--- src/hdl/mtm_pkg.sv ---
`timescale 1ns / 1ps

package mtm_pkg;

	localparam int TILE    = 8;
	localparam int K_MAX   = 256;
	localparam int ELEM_W  = 16;
	localparam int MUL_W   = 2 * ELEM_W;
	localparam int PROD_W  = 40;
	localparam int ADDR_W  = $clog2(TILE * K_MAX);
	localparam int CNT_W   = ADDR_W + 1;
	localparam int KLEN_W  = $clog2(K_MAX) + 1;
	localparam int TILE_W  = $clog2(TILE) + 1;
	localparam int IDX_W   = $clog2(TILE);
	localparam int CFG_W   = KLEN_W;
	localparam int CFGI_W  = 2;

	typedef enum logic [CFGI_W-1:0] {
		REG_INNER_LEN = 2'd0,
		REG_ROWS_USED = 2'd1,
		REG_COLS_USED = 2'd2,
		REG_NONE      = 2'd3
	} reg_index_t;

	typedef struct packed {
		logic              wr_a;
		logic              wr_b;
		logic [ADDR_W-1:0] addr;
	} load_cmd_t;

	typedef struct packed {
		logic              issue;
		logic              first;
		logic              last;
		logic              tile_last;
		logic [IDX_W-1:0]  row;
		logic [IDX_W-1:0]  col;
		logic [ADDR_W-1:0] a_addr;
		logic [ADDR_W-1:0] b_addr;
	} mac_cmd_t;

	typedef struct packed {
		logic              valid;
		logic              first;
		logic              last;
		logic              tile_last;
		logic [IDX_W-1:0]  row;
		logic [IDX_W-1:0]  col;
	} mac_tag_t;

	typedef struct packed {
		logic res_done;
		logic out_full;
	} dp_status_t;

	function automatic logic [KLEN_W-1:0] clamp_inner(input logic [KLEN_W-1:0] v);
		logic [KLEN_W-1:0] r;
		if (v == '0) begin
			r = KLEN_W'(1);
		end else if (v > KLEN_W'(K_MAX)) begin
			r = KLEN_W'(K_MAX);
		end else begin
			r = v;
		end
		return r;
	endfunction

	function automatic logic [TILE_W-1:0] clamp_tile(input logic [TILE_W-1:0] v);
		logic [TILE_W-1:0] r;
		if (v == '0) begin
			r = TILE_W'(1);
		end else if (v > TILE_W'(TILE)) begin
			r = TILE_W'(TILE);
		end else begin
			r = v;
		end
		return r;
	endfunction

endpackage

--- src/hdl/mtm_ctrl.sv ---
`timescale 1ns / 1ps

module mtm_ctrl
	import mtm_pkg::*;
(
	input  logic                 clk,
	input  logic                 arst_n,
	input  logic                 cfg_we,
	input  logic [CFGI_W-1:0]    cfg_index,
	input  logic [CFG_W-1:0]     cfg_data,
	input  logic                 in_valid,
	output logic                 in_stall,
	output load_cmd_t            load,
	output mac_cmd_t             cmd,
	input  dp_status_t           status
);

	typedef enum logic [1:0] {
		ST_LOAD,
		ST_ISSUE,
		ST_DRAIN,
		ST_HOLD
	} state_t;

	state_t              state_q;
	logic [KLEN_W-1:0]   inner_q;
	logic [TILE_W-1:0]   rows_q;
	logic [TILE_W-1:0]   cols_q;
	logic [CNT_W-1:0]    idx_q;
	logic                phase_b_q;
	logic [KLEN_W-1:0]   k_q;
	logic [IDX_W-1:0]    row_q;
	logic [IDX_W-1:0]    col_q;
	logic [ADDR_W-1:0]   a_base_q;
	logic [ADDR_W-1:0]   a_ptr_q;
	logic [ADDR_W-1:0]   b_ptr_q;

	logic [CNT_W:0]      n_a_full;
	logic [CNT_W:0]      n_b_full;
	logic [CNT_W-1:0]    n_a;
	logic [CNT_W-1:0]    n_b;
	logic [CNT_W-1:0]    idx_next;
	logic                accept;
	logic                k_last;
	logic                row_last;
	logic                col_last;
	logic [ADDR_W-1:0]   a_base_next;

	assign n_a_full    = {{(CNT_W+1-TILE_W){1'b0}}, rows_q} * {{(CNT_W+1-KLEN_W){1'b0}}, inner_q};
	assign n_b_full    = {{(CNT_W+1-TILE_W){1'b0}}, cols_q} * {{(CNT_W+1-KLEN_W){1'b0}}, inner_q};
	assign n_a         = n_a_full[CNT_W-1:0];
	assign n_b         = n_b_full[CNT_W-1:0];
	assign idx_next    = idx_q + CNT_W'(1);
	assign in_stall    = (state_q != ST_LOAD);
	assign accept      = in_valid && !in_stall;
	assign k_last      = (k_q == inner_q - KLEN_W'(1));
	assign row_last    = ({1'b0, row_q} == rows_q - TILE_W'(1));
	assign col_last    = ({1'b0, col_q} == cols_q - TILE_W'(1));
	assign a_base_next = a_base_q + ADDR_W'(inner_q);

	assign load.wr_a = accept && !phase_b_q;
	assign load.wr_b = accept && phase_b_q;
	assign load.addr = idx_q[ADDR_W-1:0];

	assign cmd.issue     = (state_q == ST_ISSUE);
	assign cmd.first     = (k_q == '0);
	assign cmd.last      = k_last;
	assign cmd.tile_last = row_last && col_last;
	assign cmd.row       = row_q;
	assign cmd.col       = col_q;
	assign cmd.a_addr    = a_ptr_q;
	assign cmd.b_addr    = b_ptr_q;

	always_ff @(posedge clk or negedge arst_n) begin
		if (!arst_n) begin
			state_q   <= ST_LOAD;
			inner_q   <= KLEN_W'(K_MAX);
			rows_q    <= TILE_W'(TILE);
			cols_q    <= TILE_W'(TILE);
			idx_q     <= '0;
			phase_b_q <= 1'b0;
			k_q       <= '0;
			row_q     <= '0;
			col_q     <= '0;
			a_base_q  <= '0;
			a_ptr_q   <= '0;
			b_ptr_q   <= '0;
		end else begin
			if (cfg_we && (cfg_index != REG_NONE)) begin
				unique case (reg_index_t'(cfg_index))
					REG_INNER_LEN: inner_q <= clamp_inner(cfg_data);
					REG_ROWS_USED: rows_q  <= clamp_tile(cfg_data[TILE_W-1:0]);
					REG_COLS_USED: cols_q  <= clamp_tile(cfg_data[TILE_W-1:0]);
					default: ;
				endcase
				idx_q     <= '0;
				phase_b_q <= 1'b0;
			end else begin
				unique case (state_q)
					ST_LOAD: begin
						if (accept) begin
							if (!phase_b_q) begin
								if (idx_next == n_a) begin
									idx_q     <= '0;
									phase_b_q <= 1'b1;
								end else begin
									idx_q <= idx_next;
								end
							end else begin
								if (idx_next == n_b) begin
									idx_q     <= '0;
									phase_b_q <= 1'b0;
									state_q   <= ST_ISSUE;
								end else begin
									idx_q <= idx_next;
								end
							end
						end
					end
					ST_ISSUE: begin
						a_ptr_q <= a_ptr_q + ADDR_W'(1);
						b_ptr_q <= b_ptr_q + ADDR_W'(1);
						if (k_last) begin
							k_q     <= '0;
							state_q <= ST_DRAIN;
						end else begin
							k_q <= k_q + KLEN_W'(1);
						end
					end
					ST_DRAIN: begin
						if (status.res_done) begin
							state_q <= ST_HOLD;
						end
					end
					ST_HOLD: begin
						if (!status.out_full) begin
							if (row_last && col_last) begin
								row_q    <= '0;
								col_q    <= '0;
								a_base_q <= '0;
								a_ptr_q  <= '0;
								b_ptr_q  <= '0;
								state_q  <= ST_LOAD;
							end else if (col_last) begin
								col_q    <= '0;
								row_q    <= row_q + IDX_W'(1);
								a_base_q <= a_base_next;
								a_ptr_q  <= a_base_next;
								b_ptr_q  <= '0;
								state_q  <= ST_ISSUE;
							end else begin
								col_q   <= col_q + IDX_W'(1);
								a_ptr_q <= a_base_q;
								state_q <= ST_ISSUE;
							end
						end
					end
					default: state_q <= ST_LOAD;
				endcase
			end
		end
	end

	// reads stay inside the part of the store loaded for this tile
	assert property (@(posedge clk) disable iff (!arst_n)
		cmd.issue |-> ({1'b0, cmd.a_addr} < n_a) && ({1'b0, cmd.b_addr} < n_b))
		else $error("mac read outside loaded tile");

	assert property (@(posedge clk) disable iff (!arst_n)
		status.res_done |-> (state_q == ST_DRAIN))
		else $error("result landed outside drain");

	assert property (@(posedge clk) disable iff (!arst_n)
		(state_q == ST_ISSUE) && k_last |=> (state_q == ST_DRAIN) && !cmd.issue)
		else $error("dot product issue did not stop at inner length");

endmodule

--- config.mk ---
export PLATFORM = sky130hd
export DESIGN_NAME = mtm_ctrl
export DESIGN_NICKNAME = d
export VERILOG_FILES = /design/src/hdl/mtm_pkg.sv /design/src/hdl/mtm_ctrl.sv
export SDC_FILE = /design/constraint.sdc
export NUM_CORES = 1
export LEC_CHECK = 0
export BUFFER_PORTS_ARGS = -buffer_cell sky130_fd_sc_hd__buf_2
export CAP_MARGIN = 20
export CORE_UTILIZATION = 55
export DETAILED_ROUTE_END_ITERATION = 8
export PLACE_DENSITY_LB_ADDON = 0.12
export SYNTH_ARGS = -nofsm -noshare
export SYNTH_HDL_FRONTEND = slang
export SYNTH_SLANG_ARGS = --single-unit
export TNS_END_PERCENT = 30
--- constraint.sdc ---
create_clock -name clk -period 4.6 [get_ports clk]
set_input_delay 0.23 -clock clk [delete_from_list [all_inputs] [get_ports clk]]
set_output_delay 0.23 -clock clk [all_outputs]
set_load 0.03 [all_outputs]
Word-level counts from Yosys, hierarchy flattened
Index checks and enable logic that the tools add are counted.

word-level totals
  output and inout port bits = 46
  bits of input ports = 17
  flip-flop bits (word level) = 80

operators by class
  magnitude comparators = 2
  bitwise operators = 2
  reduce and logical (&&, ||, !) cells = 27
  $mul = 2
  multiplexer cells = 37
  eq/ne operators = 18
  $add $sub $neg = 10

operators by type and width
  operator                                                             count
  12-bit 2-to-1 mux                                                    6
  11-bit 2-to-1 mux                                                    6
  11-bit one-hot mux with 2 select lines                               2
  9-bit 2-to-1 mux                                                     3
  12-bit == test                                                       2
  4-bit by 9-bit multiplier with 12-bit output                         2
  11-bit by 1-bit adder with 11-bit output (second input constant)     2
  9-bit zero test                                                      2
  12-bit by 1-bit adder with 12-bit output (second input constant)     1
  2-bit 2-to-1 mux                                                     6
  3-bit 2-to-1 mux                                                     4
  2-bit inequality test (second input constant)                        6
  11-bit by 9-bit adder with 11-bit output                             1
  2-bit AND reduction                                                  5
  2-bit nonzero test                                                   5
  9-bit by 1-bit adder with 9-bit output (second input constant)       1
  9-bit == test                                                        1
  9-bit > comparator (second input constant)                           1
  9-bit by 1-bit subtractor with 9-bit output (second input constant)  1
  3-bit by 4-bit == test with 1-bit output                             2
  4-bit 2-to-1 mux                                                     2
  2-bit one-hot mux with 4 select lines                                1
  4-bit AND reduction                                                  2
  4-bit by 1-bit subtractor with 4-bit output (second input constant)  2
  14 further kinds                                                     32

Depth between registers and ports, before layout
  depth in word-level cells = 7
  gate-level depth with buffers = 18

Worst setup path before layout
No wires, ideal clock.

  kind = flip-flop to flip-flop
  from = reg rows_q[3]
  to = reg idx_q[3]
  stages on the path, launching flop included = 14
  required time = 4.479 ns
  buffers on the path = 1
  clock period less this slack = 4.466 ns
  setup slack = 0.134 ns
  arrival time = 4.345 ns
  setup time = 0.121 ns
  path through = dfstp_2 clkbuf_1 nand2_1 fa_1 fa_1 fa_1 xnor3_1 or4_1 a221oi_2 nand3_1 nor4_2 a211oi_4 a21o_1 a22o_1

between the ends
  longest elaborated chain between the ends = 7

RTL lines
  element                                       line             text
  from (decl)                                   mtm_ctrl.sv:27   logic [TILE_W-1:0] rows_q;
  from (signal assigned)                        mtm_ctrl.sv:78   rows_q <= TILE_W'(TILE);
  from (signal assigned)                        mtm_ctrl.sv:92   REG_ROWS_USED: rows_q <= clamp_tile(cfg_data[TILE_W-1:0]);
  4-bit by 9-bit multiplier with 12-bit output  mtm_ctrl.sv:49   assign n_a_full = {{(CNT_W+1-TILE_W){1'b0}}, rows_q} * {{(CNT_W+1-KLEN_W){1'b0}}, inner_q};
  12-bit == test                                mtm_ctrl.sv:103  if (idx_next == n_a) begin
  12-bit 2-to-1 mux                             mtm_ctrl.sv:103
  12-bit 2-to-1 mux                             mtm_ctrl.sv:102  if (!phase_b_q) begin
  12-bit 2-to-1 mux                             mtm_ctrl.sv:101  if (accept) begin
  12-bit 2-to-1 mux                             mtm_ctrl.sv:99   unique case (state_q)
  12-bit 2-to-1 mux                             mtm_ctrl.sv:89   if (cfg_we && (cfg_index != REG_NONE)) begin
  to (signal assigned)                          mtm_ctrl.sv:107  idx_q <= idx_next;
  to (signal assigned)                          mtm_ctrl.sv:115  idx_q <= idx_next;
  to (decl)                                     mtm_ctrl.sv:29   logic [CNT_W-1:0] idx_q;

No other way between the ends. The select of a mux whose other input is x is not followed.
A chain may end at the register's enable or synchronous reset.

Worst setup path after layout
  from = reg inner_q[0]
  to = reg idx_q[3]

between the ends
  longest elaborated chain between the ends = 7
  elaborated cells between the ends (all ways) = 10
  classes of those cells = mul: 2; eq/ne: 2; mux: 6

RTL lines
  element                                                                 line                              text
  from (decl)                                                             mtm_ctrl.sv:26                    logic [KLEN_W-1:0] inner_q;
  from (signal assigned)                                                  mtm_ctrl.sv:77                    inner_q <= KLEN_W'(K_MAX);
  from (signal assigned)                                                  mtm_ctrl.sv:91                    REG_INNER_LEN: inner_q <= clamp_inner(cfg_data);
  4-bit by 9-bit multiplier with 12-bit output, on equally long branches  mtm_ctrl.sv:49, mtm_ctrl.sv:50
  12-bit == test, on equally long branches                                mtm_ctrl.sv:103, mtm_ctrl.sv:110
  12-bit 2-to-1 mux, on equally long branches                             mtm_ctrl.sv:103, mtm_ctrl.sv:110
  12-bit 2-to-1 mux *                                                     mtm_ctrl.sv:102
  12-bit 2-to-1 mux *                                                     mtm_ctrl.sv:101
  12-bit 2-to-1 mux *                                                     mtm_ctrl.sv:99
  12-bit 2-to-1 mux *                                                     mtm_ctrl.sv:89

Every way passes the cells marked *; elsewhere a longest branch is shown, timed or not. The select of a mux whose other input is x is not followed.

==> flow_metrics.py <==
metrics = {
    "global_routing": {
        "grtUsageTotal_pct": 27.6,
        "grt_pass1_vias": 6196,
        "grt_pass1_wl_um": 30600,
        "grt_max_degree": 81,
        "antenna_found_initial": 0,
        "gr-total-overflow": 0,
    },
    "min_path": {
        "hp-class": "in -> reg",
    },
    "run_status": {
        "run_status": "completed",
    },
    "pwr": {
        "vdd_drop_max_mv": 0.244,
        "pwr-share-seq_pct": 30.9,
        "power_leakage_nw": 3.92,
        "clkPwrFrac_pct": 23.3,
        "switching_share_pct": 43.1,
        "internal_power_mw": 2.11,
        "p_per_area_nw_per_um2": 447,
        "combPwrFrac_pct": 45.8,
        "switchingPower_mw": 1.60,
    },
    "cells_and_area": {
        "fin_nets": 1017,
        "mostFrequentLayoutCell": "nand2_1",
        "syn2layout_area_growth_pct": 11.4,
        "final_cell_mix": "120 x nand2_1, 75 x dfrtp_1, 65 x o21ai_0",
        "layout-drive-gt1-share_pct": 14.3,
        "fillers": 1111,
        "final_area_um2": 8300,
        "regArea_um2": 2010,
        "multi_input_area_um2": 4970,
        "antenna_cells": 0,
        "fin_cells": 1098,
    },
    "clocking": {
        "clock_latency_ns": 0.36,
        "cts_tree": "yes",
        "ctsHtreeMaxLevel": 3,
        "cts.sinks": 80,
        "cts.clk_slew.worst_paths_ns": 0.07,
        "numCtsBuffers": 9,
        "cts_root_buffer": "clkbuf_16",
        "clk_path_buf_depth": 2,
    },
    "floorplanning": {
        "io_pins": 63,
        "rows": 42,
        "die_area_um2": 14000,
        "coreArea_um2": 13200,
        "die_h_um": 118,
        "chipWidth_um": 118,
        "initial_core_util_pct": 56.2,
    },
    "sta": {
        "relSlewSlack_pct": 30.5,
        "rsz0062_at_grt": "false",
        "fmax_mhz": 227,
        "min_period_ns": 4.41,
        "finalHoldViolations": 0,
        "finalSetupViolations": 0,
        "fin_tns_setup_ns": 0,
        "drv_slew": 0,
        "clock_skew_ns": 0.0113,
        "timing.hold.ws_ns": 0.138,
        "finalCritPeriodShare_pct": 95.8,
        "tightest_slew_ns": 1.04,
    },
    "logic_synthesis": {
        "postSynthCellCount": 873,
        "ys_seq_area_share_pct": 26.9,
        "yosysUniqueCellTypes": 69,
        "ys_seq_elements": 80,
        "synth_area_leaders": "dfrtp_1 26%, ha_1 9.1%, fa_1 7.8%, nand2_1 6.0%, xnor2_1 5.5%",
        "synth_area_um2": 7450,
        "synth_area_per_cell_um2": 8.53,
        "synth_largest_area_cell": "dfrtp_1",
        "synth_top_area_share_pct": 25.9,
        "synth_warnings": 0,
        "synth-edff-count": 0,
        "synth_flop_cell": "dfrtp_1",
        "ys_async_sr_fraction_pct": 100,
        "synth_nets": 973,
    },
    "setup_path": {
        "cp_slowest_cell": "fa_1",
        "crit_type": "reg -> reg",
        "cp-start-kind": "register",
        "r2r-start": "inner_q[0]$_DFFE_PN0P_",
        "cp.required_ns": 4.85,
        "end_kind": "register",
        "crit_top_cell": "fa_1",
        "timing.critical_path.from": "inner_q[0]$_DFFE_PN0P_",
        "crit_end": "idx_q[3]$_DFFE_PN0P_",
        "reg2reg_depth": 14,
        "crit_chain": "nand2_1, fa_1, fa_1, fa_1, xnor3_1, or4_1, a221oi_2, nand3_1, nor4_2, buf_4, a211oi_4, buf_12, a21o_1, a22o_1",
        "crit_fanout": 16,
        "worstReg2RegEnd": "idx_q[3]$_DFFE_PN0P_",
        "arrival_ns": 4.66,
        "crit_path_max_incr_delay_ns": 0.59,
        "reg2reg_slack_ns": 0.19,
    },
    "place": {
        "placed_cell_area_um2": 7860,
        "dp.cells": 1076,
        "io_buffers": 62,
        "gp_congestion": 0.853,
        "hpwl_um": 14000,
    },
    "route": {
        "dr.pass1.iters": 6,
        "drtIter0Drc": 534,
        "wl_um": 18400,
        "vias_per_cell": 5.92,
        "wl_per_cell_um": 16.7,
        "drc": 0,
        "vias": 6500,
        "ant_nets": 0,
    },
    "job": {
        "drv_cap": 0,
    },
}
[state kept, by name, indices dropped and copies added, names as in the netlist]
| register | cells |
|---|---|
| a_base_q | 11 |
| row_q | 3 |
| b_ptr_q | 11 |
| state_q | 2 |
| phase_b_q | 1 |
| rows_q | 4 |
| inner_q | 9 |
| cols_q | 4 |
| k_q | 9 |
| idx_q | 12 |
| col_q | 3 |
| a_ptr_q | 11 |
[how the worst min path moves through the flow]
| stage | from | to | slack (ns) | cells past startpoint |
|---|---|---|---|---|
| after CTS | arst_n | idx_q[10]$_DFFE_PN0P_ | 0.09 | 1 |
| final | cfg_data[8] | inner_q[0]$_DFFE_PN0P_ | 0.14 | 2 |
| after detailed placement | arst_n | idx_q[10]$_DFFE_PN0P_ | 0.47 | 1 |
| after global placement | arst_n | idx_q[10]$_DFFE_PN0P_ | 0.46 | 1 |
| after global routing | cfg_data[7] | inner_q[7]$_DFFE_PN0P_ | 0.15 | 3 |
| after floorplan | arst_n | a_base_q[0]$_DFFE_PN0P_ | -0.07 | 0 |
[timing repair]
action / 4_1_cts / 5_1_grt
setup buffers: 0 / 4
endpoints found under the hold margin: 0 / 10
setup endpoints to repair: 0 / 13
resized for setup: 0 / 3
hold buffers: 0 / 1
[worst max-delay path, delay by kind of cell (launching register included)]
family | cells | cell delay (ns)
xor gates and xnor gates | 1 | 0.28
buffers and inverters | 2 | 0.33
DFF | 1 | 0.49
AOI/OAI and AO/OA | 4 | 0.60
adders and majority gates | 3 | 1.67
and+or+nand+nor | 4 | 0.93
[synth_stat cells, types with 17 or more instances]
library cell  instances
nand2_1             120
dfrtp_1              77
o21ai_0              65
inv_1                61
ha_1                 54
nor2_1               52
xnor2_1              47
a21oi_1              37
clkbuf_1             35
nand3_1              32
fa_1                 29
and2_1               21
nand2b_1             17
xor2_1               17
[routing by layer]
| layer | routed length (um) | up-vias | part of all wire [%] | GRT usage (%) |
|---|---|---|---|---|
| li1 | - | 3092 | - | - |
| met1 | 8440 | 3187 | 46 | 38.3 |
| met2 | 8580 | 192 | 47 | 44.4 |
| met3 | 994 | 29 | 5.4 | 3.67 |
| met4 | 332 | 0 | 1.8 | 9.46 |
| met5 | 0 | - | 0 | 0 |
[through the flow]
step           setup WS [ns]  util (%)  power, mW
5_1_grt              0.00146      62.7       3.96
2_1_floorplan          0.134         -       2.37
6_report               0.192      62.7       3.71
3_3_place_gp           0.264      59.4       2.75
4_1_cts                0.123      62.0       3.69
3_5_place_dp           0.140      59.4       2.82
[cell families after synthesis]
| kind of cell | count (synthesis) | synth area share (%) |
|---|---|---|
| xor+xnor | 73 | 10.2 |
| simple gates | 326 | 21.9 |
| flops | 80 | 26.9 |
| fa+ha+maj | 83 | 16.9 |
| mux | 9 | 1.31 |
| compound gates | 188 | 16.2 |
| buf+inv | 114 | 6.62 |
[final cells by class]
cell class                      count  share of cell area, %
Clock buffer                        9                   2.71
Multi-Input combinational cell    679                   59.9
Inverter                           62                   2.80
Timing Repair Buffer               85                   6.27
Sequential cell                    80                   24.2
Clock inverter                      7                   1.49
Tap cell                          176                   2.65
[power by group through the flow]
stage / sequential (mW) / combinational [mW] / clock [mW]
finish: 1.14 / 1.70 / 0.863
global route: 1.18 / 1.89 / 0.902
CTS: 1.14 / 1.68 / 0.871
detailed placement: 1.15 / 1.66 / 0
global placement: 1.14 / 1.60 / 0
floorplan: 1.17 / 1.20 / 0
(Power assumes the default switching activity.)
